===== config.mk =====
export PLATFORM = sky130hd
export DESIGN_NAME = sli_tree
export DESIGN_NICKNAME = d
export VERILOG_FILES = /design/src/design/sli_pkg.sv /design/src/design/sli_tree.sv
export SDC_FILE = /design/constraint.sdc
export NUM_CORES = 1
export LEC_CHECK = 0
export BUFFER_PORTS_ARGS = -buffer_cell sky130_fd_sc_hd__buf_2
export CORE_MARGIN = 4
export CORE_UTILIZATION = 55
export DETAILED_ROUTE_END_ITERATION = 10
export PLACE_DENSITY = 0.77
export REMOVE_ABC_BUFFERS = 1
export SETUP_SLACK_MARGIN = 0.5
export SLEW_MARGIN = 40
export SYNTH_ARGS = -nofsm -noshare
export SYNTH_HDL_FRONTEND = slang
export SYNTH_SLANG_ARGS = --single-unit

===== constraint.sdc =====
create_clock -name clk -period 1 [get_ports clk]
set_input_delay 0.1 -clock clk [delete_from_list [all_inputs] [get_ports clk]]
set_output_delay 0.1 -clock clk [all_outputs]
set_load 0.01 [all_outputs]

===== src/design/sli_pkg.sv =====
package sli_pkg;

  localparam int CAPACITY_DEF = 64;

  // field widths of the words on the ports
  localparam int ACT_W  = 2;
  localparam int KEY_W  = 32;
  localparam int POS_W  = 7;
  localparam int ST_W   = 2;
  localparam int FIDX_W = 6;
  localparam int ECNT_W = 7;

  localparam logic [ACT_W-1:0] ACT_INSERT = 2'd0;
  localparam logic [ACT_W-1:0] ACT_LINEAR = 2'd1;
  localparam logic [ACT_W-1:0] ACT_BINARY = 2'd2;

  localparam logic [ST_W-1:0] ST_OK   = 2'd0;
  localparam logic [ST_W-1:0] ST_FULL = 2'd1;
  localparam logic [ST_W-1:0] ST_POS  = 2'd2;

  // per-cell write control
  typedef struct packed {
    logic load_key;   // cell is the insert slot
    logic take_left;  // cell takes its lower neighbour's entry
  } cell_ctl_t;

endpackage


===== src/design/sli_tree.sv =====
module sli_tree import sli_pkg::*; #(
  parameter int IDX_W = 6
) (
  input  logic                     clk,
  input  logic [(1<<IDX_W)-1:0]    leaf_hit,
  output logic                     root_hit,
  output logic [IDX_W-1:0]         root_idx
);

  localparam int NP2 = 1 << IDX_W;

  logic [NP2-1:0]   lvl_hit [IDX_W+1];
  logic [IDX_W-1:0] lvl_idx [IDX_W+1][NP2];

  assign lvl_hit[0] = leaf_hit;

  for (genvar j = 0; j < NP2; j++) begin : g_leaf
    assign lvl_idx[0][j] = '0;
  end

  // one registered level per index bit; the lower half wins a tie
  for (genvar l = 1; l <= IDX_W; l++) begin : g_lvl
    localparam int NN = NP2 >> l;
    logic [NN-1:0]    hit_r;
    logic [IDX_W-1:0] idx_r [NN];

    always_ff @(posedge clk) begin
      for (int j = 0; j < NN; j++) begin
        hit_r[j] <= lvl_hit[l-1][2*j] | lvl_hit[l-1][2*j+1];
        idx_r[j] <= lvl_hit[l-1][2*j] ? lvl_idx[l-1][2*j]
                  : (lvl_idx[l-1][2*j+1] | IDX_W'(1 << (l-1)));
      end
    end

    assign lvl_hit[l] = NP2'(hit_r);

    for (genvar j = 0; j < NP2; j++) begin : g_node
      if (j < NN) begin : g_used
        assign lvl_idx[l][j] = idx_r[j];
      end else begin : g_pad
        assign lvl_idx[l][j] = '0;
      end
    end
  end

  assign root_hit = lvl_hit[IDX_W][0];
  assign root_idx = lvl_idx[IDX_W][0];

endmodule


Word level (Yosys, flattened, before mapping):

Memory sizes are Yosys's and may differ from the RTL's.
Cells that the tools add are included.

* input bits: 65
* bits in writable memories: 218
* memories kept: 6
* bits in registers: 63
* output and inout port bits: 7
* word-level logic and storage cells: 138

Memories
* g_lvl[2].idx_r: depth 16, bits a word 6, read ports 16, clocked after Yosys merged registers in 0, write ports 16, RTL line sli_tree.sv:25 `logic [IDX_W-1:0] idx_r [NN];`
* g_lvl[3].idx_r: depth 8, bits a word 6, read ports 8, clocked after Yosys merged registers in 0, write ports 8, RTL line sli_tree.sv:25
* g_lvl[1].idx_r: depth 32, bits a word 1, read ports 32, clocked after Yosys merged registers in 0, write ports 32, RTL line sli_tree.sv:25
* g_lvl[4].idx_r: depth 4, bits a word 6, read ports 4, clocked after Yosys merged registers in 0, write ports 4, RTL line sli_tree.sv:25
* g_lvl[5].idx_r: depth 2, bits a word 6, read ports 2, clocked after Yosys merged registers in 0, write ports 2, RTL line sli_tree.sv:25
* g_lvl[6].idx_r: depth 1, bits a word 6, read ports 1, clocked after Yosys merged registers in 0, write ports 1, RTL line sli_tree.sv:25

* multiplexer cells: 63
* bitwise logic cells: 63

Operator list (number)
* two-way mux 6 bit: 31
* OR 1 bit: 63
* two-way mux 1 bit: 32

Depth between registers and ports, before layout:

Gate-level depths: netlist of run 1.
An unclocked memory read counts as a cell.

* depth in word-level cells: 2
* mapped depth: 2
* depth with buffers taken out: 1

Worst setup path after synthesis of run 1:

No wires, ideal clock.

* path type: reg-to-reg
* start: register g_lvl[4].hit_r[0]
* end: memory g_lvl[5].idx_r[0][0]
* cell stages (with the launch flop): 2
* slack: 0.157 ns
* arrival time: 0.722 ns
* path through: dfxtp_1 > mux2_2

RTL lines
* start, declared: RTL line sli_tree.sv:24 `logic [NN-1:0] hit_r;`
* start signal, assigned by index: RTL line sli_tree.sv:29 `hit_r[j] <= lvl_hit[l-1][2*j] | lvl_hit[l-1][2*j+1];`
* end, declared: RTL line sli_tree.sv:25

Worst setup path after layout of run 1:

* start: memory g_lvl[6].idx_r[0][4]
* end: output root_idx[4]

* longest elaborated chain between the ends: 1

Ends and longest elaborated chain
* start, declared: RTL line sli_tree.sv:25
* memory read (1 x 6 bit)
* end, declared: RTL line sli_tree.sv:7 `output logic [IDX_W-1:0] root_idx`

Every way passes these cells.

==> impl_metrics.tcl, run 1 <==
set metrics [dict create \
    place_hpwl_mm 4.26 \
    synth_compound_area_share_pct 0 \
    num_rows 34 \
    switchingPower_mw 2.96 \
    critPathBufInv 1 \
    total_power_mw 14.1 \
    synth_adder_area_share_pct 0 \
    slew_headroom_pct 81.7 \
    dpl_cell_area_mm2 0.00545 \
    critPathTopFamily "flip-flops" \
    p_clk_share_pct 40.4 \
    drive_gt1_share_pct 56.5 \
    critPathKind "flop to primary output" \
    violations "hold timing, setup timing" \
    vias_per_cell 4.33 \
    core_mm2 0.00876 \
    synth_cell_types 7 \
    antenna_cells 0 \
    skew_ns 0.00832 \
    syn_area_mm2 0.00497 \
    ant_nets 0 \
    numPlacedInstances 545 \
    final_common_cell "dfxtp_1" \
    pin_count 72 \
    max_clock_freq_mhz 974 \
    status "finished with violations" \
    grt_usage_pct 15.5 \
    setup_viol 7 \
    hold_start "leaf_hit[41]" \
    slowest_delay_ns 0.31 \
    die-area_mm2 0.0106 \
    grt_setup_unrepaired "true" \
    hold_ws_ns -0.225 \
    num_vias 2673 \
    max_slew.worst_pin.slew_ns 0.275 \
    path_cells "buf_2" \
    hold_viol 32 \
    instances_no_fill 618 \
    cp-startpoint "g_lvl[6].idx_r[0][4]" \
    grt_pass1_wl_mm 12.4 \
    crit_required_ns 0.90 \
    final_nets 563 \
    numPortBuffers 71 \
    clockRootBuffer "clkbuf_8" \
    layout_setup_ws_ns -0.0271 \
    grt_pass1_vias 2819 \
    first_pass_iters 3 \
    clockBufferDepth 2 \
    postLayoutCellArea_mm2 0.00676 \
    fin_crit_ns 1.03 \
    p_seq_share_pct 54.9 \
    clock_latency_ns 0.50 \
    syn_avg_cell_area_um2 13.5 \
    die_h_um 103 \
    p_leak_nw 3.33 \
    start_util_pct 56.7 \
    routedWlPerCell_um 12.2 \
    crit_slowest_cell "dfxtp_1" \
    critPathMaxFanout 1 \
    cts_tree "yes" \
    min-delay-path-class "input port to flop" \
    swShare_pct 21.0 \
    synth-seq-cells 183 \
    first_iter_violations 28 \
    critical_path.startpoint_type "flop" \
    ir_drop_mv 1.24 \
    overflow 0 \
    drc_errors 0 \
    synth_mux_area_share_pct 13.3 \
    power_frac_comb_pct 4.6 \
    die_w_um 103 \
    worst_setup_path_end_kind "primary output" \
    cts_max_level 4 \
    area_growth_pct 36.1 \
    antenna_found_initial 0 \
    synth_xor_area_share_pct 0 \
    clock_sinks 183 \
    dp_slack_ns 0.0525 \
    grt_max_degree 17 \
    arrival_ns 0.93 \
    wl_mm 7.56 \
    cts_buffers 17 \
    gp_congestion 0.696 \
    path_clk_slew_ns 0.07 \
    synth_top_family_by_area "multiplexers" \
    yosysSeqAreaShare_pct 73.8 \
    reg2reg_from "g_lvl[4].hit_r[2]" \
    slew_violations 0 \
    ys_warn_count 0 \
    min_period_over_period_pct 103 \
    synth_cells 367 \
    cap_violations 0 \
    p_int_mw 11.2 \
    powerDensity_mw_per_mm2 2090 \
    synth-simple-area-share_pct 7.94 \
    final_cell_mix "dfxtp_1, buf_2, mux2_4" \
]
sequential cells by signal, indices dropped and copies added, names as in the netlist:
register / flops
g_lvl.hit_r: 62
root_hit: 1
g_lvl.idx_r: 120
synthesized netlist by cell type:
cell type / n / area [um2]
dfxtp_1: 183 / 3660
or2_1: 1 / 6.26
inv_1: 63 / 236
buf_6: 1 / 11.3
or2_2: 62 / 388
mux2_4: 5 / 75.1
mux2_2: 52 / 586
final cells by class:
cell class                 count  area, um2
clock buffer                  18        418
clock inverter                13       97.6
fill                         500       2000
inverter                      63        236
multi-input combinational    120       1330
sequential                   183       3750
tap                          108        135
timing repair buffer         113        795
stage by stage:
stage	utilization, %	setup TNS, ns
3_3_place_gp	62.1	0
3_5_place_dp	62.1	0
4_1_cts	76.0	-0.360
2_1_floorplan	-	0
5_1_grt	77.1	-0.584
6_report	77.1	-0.150
what timing repair did:
item | in CTS | in global routing
gates resized for setup | 151 | 20
buffers inserted | 3 | 7
hold buffers | 32 | 32
hold endpoints to repair | 64 | 64
endpoints found under the setup margin | 121 | 157
pin swaps | 29 | 0
final timing paths:
path                                end  slack, ns  depth (start not counted)
setup / recovery            root_idx[4]      -0.03                          1
hold / removal       g_lvl[1].hit_r[20]      -0.22                          2
setup reg to reg   g_lvl[5].idx_r[0][6]       0.18                          1
hold reg to reg   g_lvl[2].idx_r[1][31]       0.39                          1
metal layers:
metal	share of wire, %	wire, um	global-route usage [%]
met5	0	0	0
met3	3.8	291	5.89
met4	1.3	98	5.38
met1	40	3000	16.7
met2	55	4180	27.8
cell families (layout without fill, tap and decap cells):
group | count (synthesis) | in the layout
buffers and inverters | 64 | 207
flip-flops | 183 | 183
multiplexers | 57 | 57
AND/OR/NAND/NOR | 63 | 63
power by group through the flow:
stage,Sequential [mW],Combinational [mW],Clock [mW]
after detailed placement,7.93,0.407,0
after global placement,7.91,0.389,0
after global routing,7.80,0.715,6.19
final,7.77,0.653,5.72
after floorplan,7.88,0.238,0
after CTS,7.77,0.615,5.83
No activity file was read; power rests on OpenSTA's default activity.
==> run 2: changes to the inputs <==
CAP_MARGIN = 20   (was not set)
TNS_END_PERCENT = 20   (was not set)
==> run 2 against run 1 <==
  * Clock skew rose by 0.0019 ns
  * Combinational power rose by 3.2%
  * Die area stayed put
  * Wire length rose by 3.4%
  * The run still ends with hold timing, setup timing left
  * Cell area up 1.0%
  * Count of clock-buffer cells in the layout did not move
  * Largest power group unchanged
==> impl_metrics.tcl, run 2 (synthesis gave the netlist of run 1 again) <==
set metrics [dict create \
    status "finished with violations" \
    violations "hold timing, setup timing" \
    worstHoldPathCells 2 \
    max_slew.worst_pin.slew_ns 0.276 \
    area_growth_pct 37.5 \
    powerDensity_mw_per_mm2 2080 \
    layout_setup_ws_ns -0.0313 \
    antenna_found_initial 0 \
    vias_per_cell 4.30 \
    r2r-end "g_lvl[5].idx_r[0][3]" \
    final_nets 587 \
    antenna_cells 0 \
    nFillCells 497 \
    grt_usage_pct 15.5 \
    cap_violations 0 \
    max_clock_freq_mhz 970 \
    arrival_ns 0.93 \
    reg2reg_from "g_lvl[4].hit_r[0]" \
    numPortBuffers 71 \
    path_cells "buf_2" \
    slew_headroom_pct 81.6 \
    cts_tree "yes" \
    critPathMaxFanout 1 \
    slowest_delay_ns 0.31 \
    p_leak_nw 3.41 \
    rr_worst_depth 1 \
    numPlacedInstances 545 \
    regMostFlops "g_lvl.idx_r" \
    die-area_mm2 0.0106 \
    gp_congestion 0.696 \
    r2r_slack_ns 0.18 \
    critPathTopFamily "flip-flops" \
    crit_slowest_cell "dfxtp_1" \
    cts_max_level 4 \
    skew_ns 0.0102 \
    tns_ns -0.167 \
    place_hpwl_mm 4.26 \
    first_pass_iters 2 \
    num_rows 34 \
    core_mm2 0.00876 \
    min_period_over_period_pct 103 \
    worst_setup_path_end_kind "primary output" \
    clock_latency_ns 0.51 \
    clockBufferDepth 2 \
    pin_count 72 \
    final_util_pct 77.9 \
    grt_pass1_vias 2815 \
    final_cell_mix "dfxtp_1, buf_2, mux2_4" \
    fin_crit_ns 1.03 \
    setup_viol 7 \
    hold_viol 32 \
    critPathKind "flop to primary output" \
    die_h_um 103 \
    ant_nets 0 \
    min-delay-path-class "input port to flop" \
    path_clk_slew_ns 0.07 \
    wl_mm 7.82 \
    first_iter_violations 21 \
    critPathBufInv 1 \
    ir_drop_mv 1.24 \
    routedWlPerCell_um 12.2 \
    clock_sinks 183 \
    multi_input_area_mm2 0.00133 \
    grt_max_degree 17 \
    final_common_cell "dfxtp_1" \
    drive_gt1_share_pct 58.2 \
    seq_area_mm2 0.00375 \
    min_to "g_lvl[1].hit_r[21]" \
    grt_pass1_wl_mm 12.3 \
    start_util_pct 56.7 \
    die_w_um 103 \
    grt_setup_unrepaired "true" \
    hold_ws_ns -0.228 \
    instances_no_fill 642 \
    cts_buffers 17 \
    drc_errors 0 \
    crit_required_ns 0.90 \
    largest_reg_flops 120 \
    slew_violations 0 \
    hold_start "leaf_hit[43]" \
    clockRootBuffer "clkbuf_8" \
    critical_path.startpoint_type "flop" \
    overflow 0 \
    num_vias 2759 \
]
run 2: area by class of cell:
cell class | instances | share of cell area (%)
clock buffers | 18 | 6.12
flip-flops and latches | 183 | 54.9
well taps | 108 | 1.98
clock inverters | 13 | 1.43
multi-input cells | 120 | 19.4
inverters | 63 | 3.46
repair buffers | 137 | 12.7
run 2: layer usage:
layer  global-route usage (%)  share of wire, %  up-vias
met4                     5.38              0.90        0
li1                         -                 -     1428
met3                     5.89               3.4        6
met1                     16.4                40     1279
met5                        0                 0        -
met2                     27.9                56       46
run 2: metrics by stage:
| step | total power [mW] | hold slack (ns) | worst slack (ns) | area (um2) |
|---|---|---|---|---|
| after detailed placement | 8.33 | 0.261 | 0.0525 | 5450 |
| after floorplan | 8.12 | 0.157 | 0.0911 | 4950 |
| final | 14.2 | -0.228 | -0.0313 | 6830 |
| after CTS | 14.2 | -0.252 | -0.0604 | 6630 |
| after global placement | 8.30 | 0.257 | 0.0693 | 5450 |
| after global routing | 14.7 | -0.255 | -0.0889 | 6830 |
run 2: worst max-delay path by stage:
stage / cells past startpoint / start / end
CTS: 1 / g_lvl[6].idx_r[0][4] / root_idx[4]
finish: 1 / g_lvl[6].idx_r[0][4] / root_idx[4]
global placement: 1 / g_lvl[5].hit_r[0] / g_lvl[6].idx_r[0][4]
global route: 1 / root_hit / root_hit
floorplan: 1 / g_lvl[5].hit_r[0] / g_lvl[6].idx_r[0][0]
detailed placement: 1 / g_lvl[5].hit_r[0] / g_lvl[6].idx_r[0][0]
run 2: power by group:
group          internal (mW)  total, mW  switching, mW
clock network           3.07       5.74           2.68
logic                  0.506      0.674          0.168
registers               7.61       7.77          0.154
total                   11.2       14.2           3.00
run 2: what timing repair did:
action | in CTS | in global routing
resized for setup | 148 | 45
setup buffers | 0 | 2
hold buffers | 32 | 32
pin swaps | 31 | 31
setup endpoints to repair | 121 | 157
endpoints found under the hold margin | 64 | 64
