**src/design/sli_pkg.sv**
```systemverilog
package sli_pkg;

  localparam int CAPACITY_DEF = 64;

  // field widths of the words on the ports
  localparam int ACT_W  = 2;
  localparam int KEY_W  = 32;
  localparam int POS_W  = 7;
  localparam int ST_W   = 2;
  localparam int FIDX_W = 6;
  localparam int ECNT_W = 7;

  localparam logic [ACT_W-1:0] ACT_INSERT = 2'd0;
  localparam logic [ACT_W-1:0] ACT_LINEAR = 2'd1;
  localparam logic [ACT_W-1:0] ACT_BINARY = 2'd2;

  localparam logic [ST_W-1:0] ST_OK   = 2'd0;
  localparam logic [ST_W-1:0] ST_FULL = 2'd1;
  localparam logic [ST_W-1:0] ST_POS  = 2'd2;

  // per-cell write control
  typedef struct packed {
    logic load_key;   // cell is the insert slot
    logic take_left;  // cell takes its lower neighbour's entry
  } cell_ctl_t;

endpackage

```
**src/design/sli_cell.sv**
```systemverilog
module sli_cell import sli_pkg::*; (
  input  logic                    clk,
  input  cell_ctl_t               ctl,
  input  logic signed [KEY_W-1:0] key,
  input  logic signed [KEY_W-1:0] left_entry,
  output logic signed [KEY_W-1:0] entry,
  output logic                    eq,
  output logic                    lt
);

  logic signed [KEY_W-1:0] entry_r;
  logic                    eq_r;
  logic                    lt_r;

  always_ff @(posedge clk) begin
    if (ctl.load_key) begin
      entry_r <= key;
    end else if (ctl.take_left) begin
      entry_r <= left_entry;
    end
    eq_r <= (entry_r == key);
    lt_r <= (entry_r < key);
  end

  assign entry = entry_r;
  assign eq    = eq_r;
  assign lt    = lt_r;

endmodule

```
**config.mk**
```make
export PLATFORM = sky130hd
export DESIGN_NAME = sli_cell
export DESIGN_NICKNAME = d
export VERILOG_FILES = /design/src/design/sli_pkg.sv /design/src/design/sli_cell.sv
export SDC_FILE = /design/constraint.sdc
export NUM_CORES = 1
export LEC_CHECK = 0
export BUFFER_PORTS_ARGS = -buffer_cell sky130_fd_sc_hd__buf_2
export CAP_MARGIN = 40
export CORE_MARGIN = 5
export CORE_UTILIZATION = 51
export DETAILED_ROUTE_END_ITERATION = 10
export PLACE_DENSITY = 0.87
export SYNTH_ARGS = -nofsm -noshare
export SYNTH_HDL_FRONTEND = slang
export SYNTH_SLANG_ARGS = --single-unit
```
**constraint.sdc**
```tcl
create_clock -name clk -period 2.9 [get_ports clk]
set_input_delay 0.435 -clock clk [delete_from_list [all_inputs] [get_ports clk]]
set_output_delay 0.435 -clock clk [all_outputs]
set_load 0.05 [all_outputs]
```
# Word level (Yosys, flattened, before mapping)
# Index checks and enable logic that the tools add are counted.
totals:
  ff_bits: 34
  latch_bits: 0
  ramBits: 0
  mem_bits_ro: 0
  input_bits: 67
  output_inout_bits: 34
  wordCells: 8
  mem_count: 0
op_classes:
  add_sub_neg: 0
  n_mul: 0
  div: 0
  magnitude_cmp: 1
  n_eq_ne: 1
  shifts: 0
  n_mux: 2
  bitwise: 0
  n_reduce_logical: 1
op_table:
  columns: ["operator", "count"]
  rows:
  - ["32-bit 2-to-1 mux", 2]
  - ["32-bit equality test", 1]
  - ["32-bit less-than comparator", 1]
  - ["2-bit nonzero test", 1]

# Longest topological paths before layout
# Gate-level depths: netlist of the first run.
logic_depth:
  ltp_word: 2
  mapped_depth: 7
  mapped_depth_nobuf: 7

# Worst setup path after synthesis of the first run
# OpenSTA, ideal clock, no wires.
synth_timing:
  path_kind: "reg2reg"
  startpoint: "register entry_r[14], in the netlist entry[14]"
  endpoint: "register lt_r, in the netlist lt"
  setup_ns: 0.129
  t_arrival_ns: 1.835
  required_time_ns: 2.771
  setup_slack_ns: 0.936
  stages_incl_launch_ff: 7
  path_buffers: 0
  synth_period_minus_slack_ns: 1.964
  cell_sequence: "edfxtp_1 > ha_1 > nand4_1 > nor4_2 > a21boi_2 > o31a_1 > o22ai_2"
synth_between:
  elab_chain_len: 1
synth_rtl:
  columns: ["item", "line", "source"]
  rows:
  - ["start, declared", "sli_cell.sv:11", "logic signed [KEY_W-1:0] entry_r;"]
  - ["start signal, assigned", "sli_cell.sv:17", "entry_r <= key;"]
  - ["start signal, assigned", "sli_cell.sv:19", "entry_r <= left_entry;"]
  - ["32-bit less-than comparator", "sli_cell.sv:22", "lt_r <= (entry_r < key);"]
  - ["end signal, assigned", "sli_cell.sv:22", null]
  - ["end, declared", "sli_cell.sv:13", "logic lt_r;"]
# No other way between the ends.
# A chain may end at the register's enable or synchronous reset.

# Worst setup path after layout of the first run
# Ends and elaborated chain as after synthesis.

==> results by group, run 1 <==
Floorplanning
  – IO Count: ~100
  – Die area: about 0.0057 mm²
  – Core box area: roughly 0.0043 mm²
  – Initial Util: 0.518
  – Num rows: 24
  – Die Wd: between 70 and 80 µm
  – Die H: 75.8 µm

Cells and area
  – Design Area, Final: 0.00285 mm²
  – Fillers: around 350
  – Proportion of layout cells with a drive suffix above 1: 0.505
  – Nets: slightly below 400
  – Area grow syn2layout: 29.3%
  – # diodes: 0

Worst setup path
  – Critical Path Sink Type: flop
  – Slowest cell delay on critical path: 0.41 ns
  – Worst-path maximum fanout: 3
  – CP required: between 3 and 4 ns
  – Worst setup SP type: flop
  – CP bufs+invs: 0
  – CP top delay family: simple AND/OR/NAND/NOR gates
  – CP Data Arrival Time: a little under 2 ns
  – Worst path cell trace: ha_1, nand4_1, nor4_2, a21boi_2, o31a_1, o22ai_2
  – Critical-path top delay cell: edfxtp_1
  – Crit Path Class: flop to flop

Place
  – Final GP Congestion: 0.778
  – Post-DP HPWL: about 3.9 mm
  – Post-place instance area: between 0.002 and 0.003 mm²
  – Pre-CTS WS: roughly 0.95 ns
  – Port bufs: 100

Pwr
  – Flop pwr share: 0.422
  – Clock power frac: 0.243
  – Internal cell power: 0.000959 W
  – Logic pwr share: 0.335
  – LEAKAGE: around 1.4 nW
  – Switching Fraction: 0.355
  – Worst IR Drop VDD: 0.000351 V
  – Pwr dens: about 520 mW/mm²
  – Sw Pwr: around 0.00053 W

Logic synthesis
  – Predominant post-synthesis flop cell: edfxtp_1
  – Netlist Area Pre-Place: roughly 0.0022 mm²
  – Number of synthesized register bits: 34
  – EDFF count, synth: 32
  – Distinct cells, synth: 30
  – Ys Warns: 0
  – Seq/Total Area, Yosys: 0.454
  – Avg Inst Size Synth: around 12 µm²
  – Async SR Flop Fraction: 0
  – Post-Syn Instances: roughly 180
  – Syn nets: approximately 280

Clocking
  – Setup Fix Bufs, Post-CTS: 0
  – Post-CTS Hold Buffers: 0
  – Post-cts gate resize count: 0
  – Clk buf depth: 2
  – Total CTS buffers: 5
  – Clock slew at reported path FFs: 0.07 ns
  – CTS tree: yes
  – Clk sinks: 34
  – H-tree depth: 2
  – CTS root buf: clkbuf_8
  – Clk_lat worst skew: between 0.2 and 0.3 ns

Routing
  – Vias: about 1700
  – Avg Vias per Cell: 5.06
  – Detailed Routing Iterations Pass 1: 3
  – Residual DRC: 0
  – Drt wl/cell: 14.0 µm
  – Post-Route WL: 4.79 mm
  – Final ANT Viol Nets: 0
  – Iteration-0 DRC Markers: 43

Global route
  – Grt peak-use layer: met2
  – Grt met1 use: 0.187
  – GR Layer Usage met3: 0.0646
  – Initial antenna violation count: 0
  – Largest net degree at the start of global routing: 33
  – Met2 Usage GRT: 0.312
  – Vias in the first global route: 1756
  – Total Routing Usage GR: 0.172
  – Gr ovfl total: 0
  – First-pass GRT wire length: 7.48 mm

Status
  – Status: complete, no violations

Timing
  – Final setup vio count: 0
  – Final period util: 0.622
  – Slew Viols, Final: 0
  – Fin. Hold Viols: 0
  – Setup TNS: 0 ns
  – Min cycle time layout: around 1.8 ns
  – Slew HR: 0.476
  – Final WS setup: approximately 1.1 ns
  – Setup Skew: 0.00577 ns
  – Fmax: 555 MHz
  – Slew at the pin closest to its max-slew limit: 0.785 ns
  – RSZ-0062 raised after global routing: false

Hold path
  – Worst hold path type: input pin to flop

Flow run
  – Number of max-cap violations: 0
-- registers in the layout, indices dropped and copies added (netlist names) --
register and flops:
entry 32, eq 1, lt 1
-- per-layer routing --
layer  up-vias  wire, µm
li1        883         -
met4         0        34
met2        56      2470
met5         -         0
met1       782      1830
met3         5       454
-- cells in the final DEF, fill, tap and decap left out, types with 2 or more instances in the layout --
cell      instances
buf_2           100
inv_1            32
mux2_2           32
ha_1             32
edfxtp_1         32
a21oi_1          11
nand2_1           7
nand4_1           6
clkbuf_8          6
nor2_1            4
o21ai_0           2
a21o_1            2
nand3_1           2
dfxtp_1           2
-- worst reg2reg max path: stages, from the launching register on --
cell	delay, ns
edfxtp_1	0.41
ha_1	0.35
nand4_1	0.18
nor4_2	0.34
a21boi_2	0.20
o31a_1	0.16
o22ai_2	0.06
-- cells by family (layout without fill, tap and decap cells) --
kind of cell	after synthesis	after routing	share of synthesized area
buffers and inverters	36	141	0.0629
DFF	34	34	0.454
adders and majority gates	32	32	0.181
muxes	32	32	0.163
AOI/OAI and AO/OA	25	25	0.0765
and+or+nand+nor	25	25	0.0624
-- synthesized netlist by cell type (2+ instances only) --
cell type | number | area (µm²)
nand3_1 | 2 | 10.0
a21o_1 | 2 | 15.0
nand4_1 | 6 | 37.5
dfxtp_1 | 2 | 40.0
edfxtp_1 | 32 | 961
ha_1 | 32 | 400
a21oi_1 | 11 | 55.1
nand2_1 | 7 | 26.3
o21ai_0 | 2 | 10.0
buf_2 | 3 | 15.0
mux2_2 | 32 | 360
nor2_1 | 4 | 15.0
inv_1 | 32 | 120
-- area by class of cell --
| type | count | area [µm²] | share of cell area |
|---|---|---|---|
| clock buffer | 7 | 86.3 | 0.0303 |
| clock inverter | 1 | 5.00 | 0.00175 |
| inverter | 32 | 120 | 0.0421 |
| multi-input combinational | 114 | 1070 | 0.374 |
| sequential | 34 | 1000 | 0.351 |
| tap | 52 | 65.1 | 0.0228 |
| timing repair buffer | 101 | 508 | 0.178 |
-- power by group through the flow --
stage	clock network (W)	logic, W	registers [W]
floorplan	0	0.000172	0.000827
global placement	0	0.000494	0.000637
detailed placement	0	0.000501	0.000639
CTS	0.000373	0.000504	0.000629
global route	0.000392	0.000545	0.000634
finish	0.000361	0.000498	0.000629
-- worst paths after layout --
path | from | endpoint | slack (ns) | cells after the start
max | entry[14] | lt | 1.10 | 6
min | left_entry[27] | entry[27] | 0.45 | 2
max reg2reg | entry[14] | lt | 1.10 | 6
min reg2reg | entry[31] | lt | 0.68 | 2
-- metrics by stage --
| stage | util | power, W | std cells | hold WS (ns) |
|---|---|---|---|---|
| 6_report | 0.669 | 0.00149 | 341 | 0.453 |
| 5_1_grt | 0.669 | 0.00157 | 341 | 0.447 |
| 4_1_cts | 0.669 | 0.00151 | 341 | 0.443 |
| 3_5_place_dp | 0.648 | 0.00114 | 333 | 0.669 |
| 3_3_place_gp | 0.648 | 0.00113 | 333 | 0.652 |
| 2_1_floorplan | - | 0.000998 | 184 | 0.655 |
(Power assumes the default switching activity.)
==> run 2: changes to the inputs <==
Settings changed: CORE_UTILIZATION 51 to 47, PLACE_DENSITY 0.87 to 0.81.
Clock period 2.9 ns to 1.7 ns, I/O delays scaled along.
==> run 2 against run 1 <==
Net effect: the run now ends with negative setup slack left; total power rose by 70%; critical endpoint unchanged; sequential power rose by 72%; flip-flop and latch count did not move; count of clock-buffer cells in the layout fell by 2; non-clock buffer count rose by 2.
==> results by group, run 2 (synthesis results as in run 1) <==
Timing
  – Final WS setup: -0.0284 ns
  – Setup TNS: -0.0284 ns
  – Final setup vio count: 1
  – Slew Viols, Final: 0
  – RSZ-0062 raised after global routing: true
  – Fmax: slightly below 600 MHz
  – Final period util: 1.02
  – Slew at the pin closest to its max-slew limit: ~0.77 ns
  – Min cycle time layout: between 1.5 and 2 ns
  – Fin. Hold Viols: 0
  – Slew HR: 0.484
  – Setup Skew: ~0.0047 ns

Cells and area
  – # diodes: 0
  – Area grow syn2layout: 33.1%
  – Nets: 389
  – Proportion of layout cells with a drive suffix above 1: 0.538
  – Fillers: 400
  – Most common cell after layout, fill and taps aside: buf_2
  – Flip-flop count of the largest register after layout: 32
  – Finished Core Util: 0.634
  – Most frequent cells in the layout: buf_2 (100), inv_1 (32), mux2_2 (32), edfxtp_1 (32), ha_1 (27)

Routing
  – Drt wl/cell: ~14 µm
  – Iteration-0 DRC Markers: 57
  – Vias: roughly 1700
  – Post-Route WL: about 4.8 mm
  – Detailed Routing Iterations Pass 1: 4
  – Residual DRC: 0
  – Avg Vias per Cell: about 5.0
  – Final ANT Viol Nets: 0

Clocking
  – Clk_lat worst skew: ~0.28 ns
  – Clock slew at reported path FFs: 0.07 ns
  – Clk sinks: 34
  – H-tree depth: 2
  – CTS tree: yes
  – Total CTS buffers: 5
  – CTS root buf: clkbuf_8
  – Clk buf depth: 2

Worst setup path
  – CP required: roughly 1.9 ns
  – Critical Path Sink Type: flop
  – CP top delay family: flip-flops
  – CP Data Arrival Time: 1.89 ns
  – Crit Path Class: flop to flop
  – Worst-path maximum fanout: 2
  – Worst setup SP type: flop
  – Critical-path top delay cell: edfxtp_1
  – Worst path cell trace: ha_4, nand4_1, nor4_2, a21boi_2, o31a_1, o22ai_2
  – CP bufs+invs: 0
  – Slowest cell delay on critical path: ~0.44 ns

Global route
  – Vias in the first global route: 1734
  – Total Routing Usage GR: 0.157
  – Gr ovfl total: 0
  – First-pass GRT wire length: around 7.6 mm
  – Largest net degree at the start of global routing: 33
  – Initial antenna violation count: 0

Floorplanning
  – Die area: ~0.006 mm²
  – Num rows: 25
  – Die Wd: ~80 µm
  – Die H: 78.5 µm
  – Core box area: between 0.004 and 0.005 mm²
  – IO Count: ~100
  – Initial Util: 0.477

Place
  – Port bufs: 100
  – Post-DP HPWL: 3.86 mm
  – Final GP Congestion: between 0.7 and 0.8

Status
  – Status: finished with violations
  – Failing checks: negative setup slack

Pwr
  – LEAKAGE: ~1.4 nW
  – Overall power: 0.00252 W
  – Worst IR Drop VDD: about 0.0006 V
  – Pwr dens: roughly 860 mW/mm²

Flow run
  – Number of max-cap violations: 0

Hold path
  – Worst hold path type: input pin to flop
-- run 2: cell types whose count changed in the layout (fill, tap and decap cells not counted), sizes merged --
cell | before | now
clkbuf | 7 | 5
clkinv | 1 | 2
buf | 101 | 103
-- run 2: area by class of cell --
class,instances,area (µm²),share of cell area
multi-input combinational,114,1150,0.390
sequential,34,1000,0.341
timing repair buffer,103,523,0.178
inverter,32,120,0.0409
clock buffer,5,68.8,0.0234
tap,54,67.6,0.0230
clock inverter,2,10.0,0.00341
-- run 2: stage by stage --
step / worst slack (ns) / instances / cell area [µm²] / hold WS [ns]
after floorplan: -0.166 / 184 / 2250 / 0.475
after global routing: -0.160 / 344 / 2940 / 0.266
after detailed placement: -0.0269 / 337 / 2820 / 0.559
final: -0.0284 / 344 / 2940 / 0.274
after CTS: -0.0332 / 344 / 2910 / 0.259
after global placement: -0.00178 / 337 / 2820 / 0.556
-- run 2: where the power goes --
group | total, W | internal (W) | switching (W)
Sequential | 0.00108 | 0.00103 | 0.0000547
Clock | 0.000567 | 0.000275 | 0.000292
Combinational | 0.000877 | 0.000306 | 0.000571
-- run 2: timing repair --
item                                    CTS  global route
resized for setup                         1             4
pin swaps                                 0             0
endpoints found under the setup margin    1             1
hold buffers                              0             0
setup buffers                             0             0
-- run 2: worst paths after layout --
path / from / to / slack (ns) / cells past startpoint
worst max register to register: entry[10] / lt / -0.03 / 6
worst min register to register: entry[31] / lt / 0.66 / 2
worst max-delay path: entry[10] / lt / -0.03 / 6
worst min-delay path: left_entry[14] / entry[14] / 0.27 / 2
-- run 2: metal layers --
layer,global-route usage,vias up,wire length (µm)
met5,0,-,0
met4,0.0472,0,53
met2,0.284,56,2450
li1,-,889,-
met3,0.0378,4,348
met1,0.182,776,2000
